## config.mk

```make
export PLATFORM = sky130hd
export DESIGN_NAME = frame_buffer_ownership_tracker
export DESIGN_NICKNAME = d
export VERILOG_FILES = /design/src/fbot_pkg.sv /design/src/fbot_core.sv /design/src/frame_buffer_ownership_tracker.sv
export SDC_FILE = /design/constraint.sdc
export NUM_CORES = 1
export LEC_CHECK = 0
export BUFFER_PORTS_ARGS = -buffer_cell sky130_fd_sc_hd__buf_2
export CAP_MARGIN = 10
export CORE_UTILIZATION = 62
export DETAILED_ROUTE_END_ITERATION = 6
export HOLD_SLACK_MARGIN = 0.03
export PLACE_DENSITY = 0.9
export SLEW_MARGIN = 30
export SYNTH_ARGS = -nofsm -noshare
export SYNTH_HDL_FRONTEND = slang
export SYNTH_SLANG_ARGS = --single-unit
```

## constraint.sdc

```tcl
create_clock -name clk -period 3.6 [get_ports clk]
set_input_delay 0.54 -clock clk [delete_from_list [all_inputs] [get_ports clk]]
set_output_delay 0.54 -clock clk [all_outputs]
set_load 0.1 [all_outputs]
```

## src/fbot_pkg.sv

```systemverilog
// Shared types and codes for the frame buffer ownership tracker.
`default_nettype none
package fbot_pkg;

	typedef enum logic [2:0] {
		OP_ACQUIRE     = 3'd0,
		OP_FILL_DONE   = 3'd1,
		OP_ABANDON     = 3'd2,
		OP_SUBMIT      = 3'd3,
		OP_DRAW_DONE   = 3'd4,
		OP_PICK_TARGET = 3'd5,
		OP_HANDED      = 3'd6,
		OP_SHUTDOWN    = 3'd7
	} op_t;

	typedef enum logic [2:0] {
		RS_OK          = 3'd0,
		RS_BAD_INDEX   = 3'd1,
		RS_WRONG_STATE = 3'd2,
		RS_STOPPING    = 3'd3,
		RS_BUSY        = 3'd4,
		RS_SPURIOUS    = 3'd5
	} status_t;

	typedef enum logic [1:0] {
		BS_FREE      = 2'd0,
		BS_FILLING   = 2'd1,
		BS_READY     = 2'd2,
		BS_SUBMITTED = 2'd3
	} bst_t;

	localparam logic signed [4:0] NO_INDEX = -5'sd1;

	typedef struct packed {
		status_t            status;
		logic signed [4:0]  index;
	} res_t;

endpackage
`default_nettype wire

```

## src/fbot_core.sv

```systemverilog
// Decision logic: result and next ownership state for one transaction.
`default_nettype none
module fbot_core import fbot_pkg::*; #(
	parameter int TEX_BUFFERS  = 4,
	parameter int SCAN_BUFFERS = 2,
	localparam int TIDX_W = (TEX_BUFFERS > 1) ? $clog2(TEX_BUFFERS) : 1,
	localparam int SIDX_W = (SCAN_BUFFERS > 1) ? $clog2(SCAN_BUFFERS) : 1
) (
	input  op_t                op,
	input  logic [3:0]         buf_index,
	input  logic signed [4:0]  scanout_index,
	input  bst_t               bst [TEX_BUFFERS],
	input  logic               flight_valid,
	input  logic [TIDX_W-1:0]  flight_slot,
	input  logic               pending_valid,
	input  logic [SIDX_W-1:0]  pending_slot,
	input  logic               stopping,
	output bst_t               bst_nx [TEX_BUFFERS],
	output logic               flight_valid_nx,
	output logic [TIDX_W-1:0]  flight_slot_nx,
	output logic               pending_valid_nx,
	output logic [SIDX_W-1:0]  pending_slot_nx,
	output logic               stopping_nx,
	output res_t               res
);

	logic              tex_ok;
	logic              scan_ok;
	logic [TIDX_W-1:0] tidx;
	logic [SIDX_W-1:0] sidx;
	logic              free_found;
	logic [TIDX_W-1:0] free_idx;
	logic              shown_nn;
	logic              pend_eff;
	logic              pick_found;
	logic [SIDX_W-1:0] pick_idx;

	assign tex_ok   = {1'b0, buf_index} < 5'(TEX_BUFFERS);
	assign scan_ok  = {1'b0, buf_index} < 5'(SCAN_BUFFERS);
	assign tidx     = buf_index[TIDX_W-1:0];
	assign sidx     = buf_index[SIDX_W-1:0];
	assign shown_nn = !scanout_index[4];
	assign pend_eff = pending_valid &&
		!(shown_nn && (scanout_index[3:0] == 4'(pending_slot)));

	always_comb begin
		free_found = 1'b0;
		free_idx   = '0;
		for (int i = 0; i < TEX_BUFFERS; i++) begin
			if (!free_found && bst[i] == BS_FREE) begin
				free_found = 1'b1;
				free_idx   = TIDX_W'(i);
			end
		end
	end

	always_comb begin
		pick_found = 1'b0;
		pick_idx   = '0;
		for (int i = 0; i < SCAN_BUFFERS; i++) begin
			if (!pick_found && !(shown_nn && scanout_index[3:0] == 4'(i)) &&
			    !(pend_eff && pending_slot == SIDX_W'(i))) begin
				pick_found = 1'b1;
				pick_idx   = SIDX_W'(i);
			end
		end
	end

	always_comb begin
		bst_nx           = bst;
		flight_valid_nx  = flight_valid;
		flight_slot_nx   = flight_slot;
		pending_valid_nx = pending_valid;
		pending_slot_nx  = pending_slot;
		stopping_nx      = stopping;
		res.status       = RS_OK;
		res.index        = NO_INDEX;
		unique case (op)
			OP_ACQUIRE: begin
				if (stopping) begin
					res.status = RS_STOPPING;
				end else if (!free_found) begin
					res.status = RS_BUSY;
				end else begin
					bst_nx[free_idx] = BS_FILLING;
					res.index        = 5'(free_idx);
				end
			end
			OP_FILL_DONE: begin
				if (!tex_ok) begin
					res.status = RS_BAD_INDEX;
				end else if (bst[tidx] != BS_FILLING) begin
					res.status = RS_WRONG_STATE;
				end else begin
					bst_nx[tidx] = BS_READY;
				end
			end
			OP_ABANDON: begin
				if (!tex_ok) begin
					res.status = RS_BAD_INDEX;
				end else if (bst[tidx] == BS_SUBMITTED) begin
					res.status = RS_WRONG_STATE;
				end else begin
					bst_nx[tidx] = BS_FREE;
				end
			end
			OP_SUBMIT: begin
				if (!tex_ok) begin
					res.status = RS_BAD_INDEX;
				end else if (stopping) begin
					res.status = RS_STOPPING;
				end else if (bst[tidx] != BS_READY) begin
					res.status = RS_WRONG_STATE;
				end else if (flight_valid) begin
					res.status = RS_BUSY;
				end else begin
					bst_nx[tidx]    = BS_SUBMITTED;
					flight_valid_nx = 1'b1;
					flight_slot_nx  = tidx;
				end
			end
			OP_DRAW_DONE: begin
				if (!flight_valid) begin
					res.status = RS_SPURIOUS;
				end else begin
					bst_nx[flight_slot] = BS_FREE;
					flight_valid_nx     = 1'b0;
					res.index           = 5'(flight_slot);
				end
			end
			OP_PICK_TARGET: begin
				if (stopping) begin
					res.status = RS_STOPPING;
				end else begin
					pending_valid_nx = pend_eff;
					if (!pick_found) begin
						res.status = RS_BUSY;
					end else begin
						res.index = 5'(pick_idx);
					end
				end
			end
			OP_HANDED: begin
				if (!scan_ok) begin
					res.status = RS_BAD_INDEX;
				end else begin
					pending_valid_nx = 1'b1;
					pending_slot_nx  = sidx;
				end
			end
			OP_SHUTDOWN: begin
				stopping_nx = 1'b1;
			end
		endcase
	end

endmodule
`default_nettype wire

```

## src/frame_buffer_ownership_tracker.sv

```systemverilog
// Top level: input register, ownership state and result register.
//
//  channel | handshake          | payload
//  --------+--------------------+--------------------------------------------
//  in      | in_valid, in_stall | op, buf_index, scanout_index
//  out     | out_valid,out_stall| status, result_index, token_in_flight
//
// One transaction per cycle while the result is not stalled.
// The input register and the result register bound the single decision pass.
// Reset clears all buffers to free and drops both channels' valid.
// A stalled result holds the input register; the input stalls only then.
`default_nettype none
module frame_buffer_ownership_tracker import fbot_pkg::*; #(
	parameter int TEX_BUFFERS  = 4,
	parameter int SCAN_BUFFERS = 2
) (
	input  logic               clk,
	input  logic               arst_n,
	input  logic               in_valid,
	output logic               in_stall,
	input  logic [2:0]         op,
	input  logic [3:0]         buf_index,
	input  logic signed [4:0]  scanout_index,
	output logic               out_valid,
	input  logic               out_stall,
	output logic [2:0]         status,
	output logic signed [4:0]  result_index,
	output logic               token_in_flight
);

	localparam int TIDX_W = (TEX_BUFFERS > 1) ? $clog2(TEX_BUFFERS) : 1;
	localparam int SIDX_W = (SCAN_BUFFERS > 1) ? $clog2(SCAN_BUFFERS) : 1;

	logic              valid_s1;
	op_t               op_s1;
	logic [3:0]        idx_s1;
	logic signed [4:0] shown_s1;

	bst_t              bst_q [TEX_BUFFERS];
	logic              flight_valid_q;
	logic [TIDX_W-1:0] flight_slot_q;
	logic              pending_valid_q;
	logic [SIDX_W-1:0] pending_slot_q;
	logic              stopping_q;

	bst_t              bst_nx [TEX_BUFFERS];
	logic              flight_valid_nx;
	logic [TIDX_W-1:0] flight_slot_nx;
	logic              pending_valid_nx;
	logic [SIDX_W-1:0] pending_slot_nx;
	logic              stopping_nx;
	res_t              res;

	logic              out_valid_q;
	status_t           status_q;
	logic signed [4:0] index_q;
	logic              token_q;

	logic              advance;
	logic              accept;

	assign advance  = valid_s1 && (!out_valid_q || !out_stall);
	assign in_stall = valid_s1 && !advance;
	assign accept   = in_valid && !in_stall;

	always_ff @(posedge clk or negedge arst_n) begin
		if (!arst_n) begin
			valid_s1 <= 1'b0;
		end else if (accept) begin
			valid_s1 <= 1'b1;
		end else if (advance) begin
			valid_s1 <= 1'b0;
		end
	end

	always_ff @(posedge clk) begin
		if (accept) begin
			op_s1    <= op_t'(op);
			idx_s1   <= buf_index;
			shown_s1 <= scanout_index;
		end
	end

	fbot_core #(
		.TEX_BUFFERS  (TEX_BUFFERS),
		.SCAN_BUFFERS (SCAN_BUFFERS)
	) u_core (
		.op               (op_s1),
		.buf_index        (idx_s1),
		.scanout_index    (shown_s1),
		.bst              (bst_q),
		.flight_valid     (flight_valid_q),
		.flight_slot      (flight_slot_q),
		.pending_valid    (pending_valid_q),
		.pending_slot     (pending_slot_q),
		.stopping         (stopping_q),
		.bst_nx           (bst_nx),
		.flight_valid_nx  (flight_valid_nx),
		.flight_slot_nx   (flight_slot_nx),
		.pending_valid_nx (pending_valid_nx),
		.pending_slot_nx  (pending_slot_nx),
		.stopping_nx      (stopping_nx),
		.res              (res)
	);

	always_ff @(posedge clk or negedge arst_n) begin
		if (!arst_n) begin
			for (int i = 0; i < TEX_BUFFERS; i++) begin
				bst_q[i] <= BS_FREE;
			end
			flight_valid_q  <= 1'b0;
			flight_slot_q   <= '0;
			pending_valid_q <= 1'b0;
			pending_slot_q  <= '0;
			stopping_q      <= 1'b0;
		end else if (advance) begin
			bst_q           <= bst_nx;
			flight_valid_q  <= flight_valid_nx;
			flight_slot_q   <= flight_slot_nx;
			pending_valid_q <= pending_valid_nx;
			pending_slot_q  <= pending_slot_nx;
			stopping_q      <= stopping_nx;
		end
	end

	always_ff @(posedge clk or negedge arst_n) begin
		if (!arst_n) begin
			out_valid_q <= 1'b0;
		end else if (advance) begin
			out_valid_q <= 1'b1;
		end else if (!out_stall) begin
			out_valid_q <= 1'b0;
		end
	end

	always_ff @(posedge clk) begin
		if (advance) begin
			status_q <= res.status;
			index_q  <= res.index;
			token_q  <= flight_valid_nx;
		end
	end

	assign out_valid       = out_valid_q;
	assign status          = status_q;
	assign result_index    = index_q;
	assign token_in_flight = token_q;

endmodule
`default_nettype wire

```

==> flow_summary_export.csv <==
group,metric,value,unit
worst_setup_path,critPathLaunchType,"flop",
die,std_cell_rows,20,
routing,dr_total_vias,1814,
place,post-place-ws,1.09,ns
place,gp_congestion,1.01,
run_status,outcome,"completed",
global_route,grt_pass1_wl,7670,um
sta,fin_crit,2.57,ns
yosys,synthMuxAreaShare,4.31,%
sta,slew_violations,0,
clocking,h-tree-depth,2,
worst_setup_path,path_max_fanout,10,
yosys,syn_inst,211,
yosys,synth_adder_area_share,0,%
yosys,yosysUniqueCellTypes,56,
place,io_buffers,26,
sta,rsz0062_at_grt,"false",
clocking,cts_resized,0,
die,core-area,3100,sq um
yosys,async_flop_share,45.7,%
sta,skew,0.00461,ns
yosys,synth.net_count,227,
sta,slew_headroom,44.7,%
sta,worst_slew_pin_slew,0.829,ns
worst_setup_path,cp_slowest_cell,"mux4_2",
yosys,synthSimpleGateAreaFrac,20.8,%
die,die_y,59.7,um
final_layout,drive_above_1_share,20.3,%
routing,drcViolationCount,0,
worst_setup_path,critPathKind,"reg -> reg",
die,start_util,66.4,%
clocking,cts_hold_buf,0,
routing,wl_per_cell,16.7,um
yosys,synth_top_family_by_area,"compound AO/OA/AOI/OAI gates",
yosys,synth_top_area_share,27.7,%
yosys,yosysMostFrequentCell,"nand2_1",
yosys,synth-edff-count,19,
pwr,ir_drop,0.461,mV
yosys,synth_xor_area_share,0.850,%
worst_setup_path,worst_setup_path_end_kind,"flop",
global_route,antenna_found_initial,0,
yosys,synth_ff_type,"edfxtp_1",
yosys,synth_compound_area_share,22.1,%
final_layout,diodes,0,
clocking,cts-buffers-inserted,5,
sta,min_period_over_period,71.4,%
sta,report.final.setup_viol,0,
clocking,root_buffer,"clkbuf_4",
yosys,yosys.area.top_type,"edfxtp_1",
routing,drt_first_pass_iters,5,
clocking,clkTransAtPathRegs,0.10,ns
die,fp.dieArea,3560,sq um
global_route,grt_use_total,30.1,%
clocking,cts_tree,"built",
yosys,synth_area,2060,sq um
pwr,total_leakage_power,0.000852,uW
pwr,p_total,947,uW
sta,setup_ws,1.03,ns
worst_setup_path,cpPeakStageDelay,0.63,ns
clocking,clockBufferDepth,2,
routing,routed_wl,4610,um
final_layout,fin_nets,247,
clocking,clock_sinks,35,
worst_setup_path,cp_cell_sequence,"mux4_2 -> nor3b_1 -> nand4_1 -> nor3_2 -> mux2_2",
yosys,ys_warn_count,0,
global_route,grt_max_degree,31,
sta,hold_viol_final,0,
routing,via_per_inst,6.57,
job,maxCapViolations,0,
global_route,globalRouteOverflowTotal,0,
pwr,powerDensity,418,nW/um^2
worst_setup_path,worstPathArrival,2.80,ns
yosys,ys_seq_elements,35,
global_route,grt_pass1_vias,1632,
routing,ant_nets,0,
routing,drt_iter0_drc,177,
yosys,synth_area_leaders,"edfxtp_1, dfrtp_1, a21oi_1",
yosys,syn_area_per_cell,9.77,sq um
sta,hold_ws,0.105,ns
place,dpl.cell_count,268,
yosys,ys_seq_area_share,47.1,%
die,die_w,59.7,um
sta,fmax,0.389,GHz
final_layout,nFillCells,248,
sta,fin_tns_setup,0,ns
place,dp_hpwl,3480,um
clocking,cts_setup_buffers,0,
die,io_pins,27,
worst_setup_path,cp.required,3.83,ns
clocking,clock_latency,0.34,ns
yosys,synth_common_cells,"nand2_1, edfxtp_1, a21oi_1",
final_layout,syn2layout_area_growth,9.90,%
hold_path,hold_path.class,"in -> async",
final_layout,finish.cell_count_without_fillers,276,
==> worst paths after layout <==
check	from	end	slack, ns	depth (start not counted)
min in group clk	scanout_index[3]	shown_s1[3]	0.37	1
hold reg to reg	valid_s1	out_valid	0.52	1
max in group asynchronous	arst_n	bst_q[0]	3.22	1
hold / removal	arst_n	bst_q[7]	0.10	1
setup reg to reg	idx_s1[0]	flight_slot_q[1]	1.03	5
setup / recovery	idx_s1[0]	flight_slot_q[1]	1.03	5
==> power breakdown <==
part | switching, uW | internal [uW]
combinational | 130 | 56.8
clock | 131 | 146
sequential | 32.2 | 451
==> worst max-delay path, delay by kind of cell (launching register included) <==
family	cells	cell delay, ns
simple gates	3	0.88
flops	1	0.59
mux	2	1.00
==> sequential cells by signal, summed over array words and instances (netlist names) <==
register and flops:
op_s1 3, flight_valid_q 1, pending_slot_q 1, bst_q 8, idx_s1 4, pending_valid_q 1
shown_s1 5, result_index 3, stopping_q 1, token_in_flight 1, flight_slot_q 2, out_valid 1
valid_s1 1, status 3
==> cell families after synthesis <==
family,count (synthesis)
AOI/OAI and AO/OA,67
muxes,6
xor gates and xnor gates,2
DFF,35
buffers and inverters,22
and+or+nand+nor,79
==> metrics by stage <==
stage,utilization (%),instance area (sq um)
finish,73.0,2260
CTS,73.0,2260
global placement,70.4,2180
global route,73.0,2260
detailed placement,70.4,2180
floorplan,-,2060
==> routing by layer <==
| layer | part of all wire [%] | global-route usage, % | vias to the layer above |
|---|---|---|---|
| met1 | 38 | 40.6 | 850 |
| met3 | 9.9 | 7.36 | 14 |
| li1 | - | - | 843 |
| met4 | 2.4 | 10.3 | 0 |
| met2 | 49 | 47.8 | 107 |
| met5 | 0 | 0 | - |
==> cells in the final DEF (no fill, tap or decap), drive strengths merged, types with 3 or more instances in the layout <==
cell and instances:
nand2 20, nor4 4, nor2b 6, a21oi 18
inv 8, clkbuf 5, nand2b 10, a31oi 5
edfxtp 19, nor2 12, buf 27, mux2 3
nor3 10, a211oi 3, dfrtp 16, o22ai 3
o21ai 14
==> final cells by class <==
type | instances | area [sq um] | area share (%)
clock buffers | 5 | 37.5 | 1.66
clock inverters | 3 | 43.8 | 1.93
inverters | 8 | 30.0 | 1.33
repair buffers | 27 | 138 | 6.08
well taps | 44 | 55.1 | 2.43
flip-flops and latches | 35 | 971 | 42.9
multi-input cells | 154 | 990 | 43.7
Power figures use the tool's default switching activity.
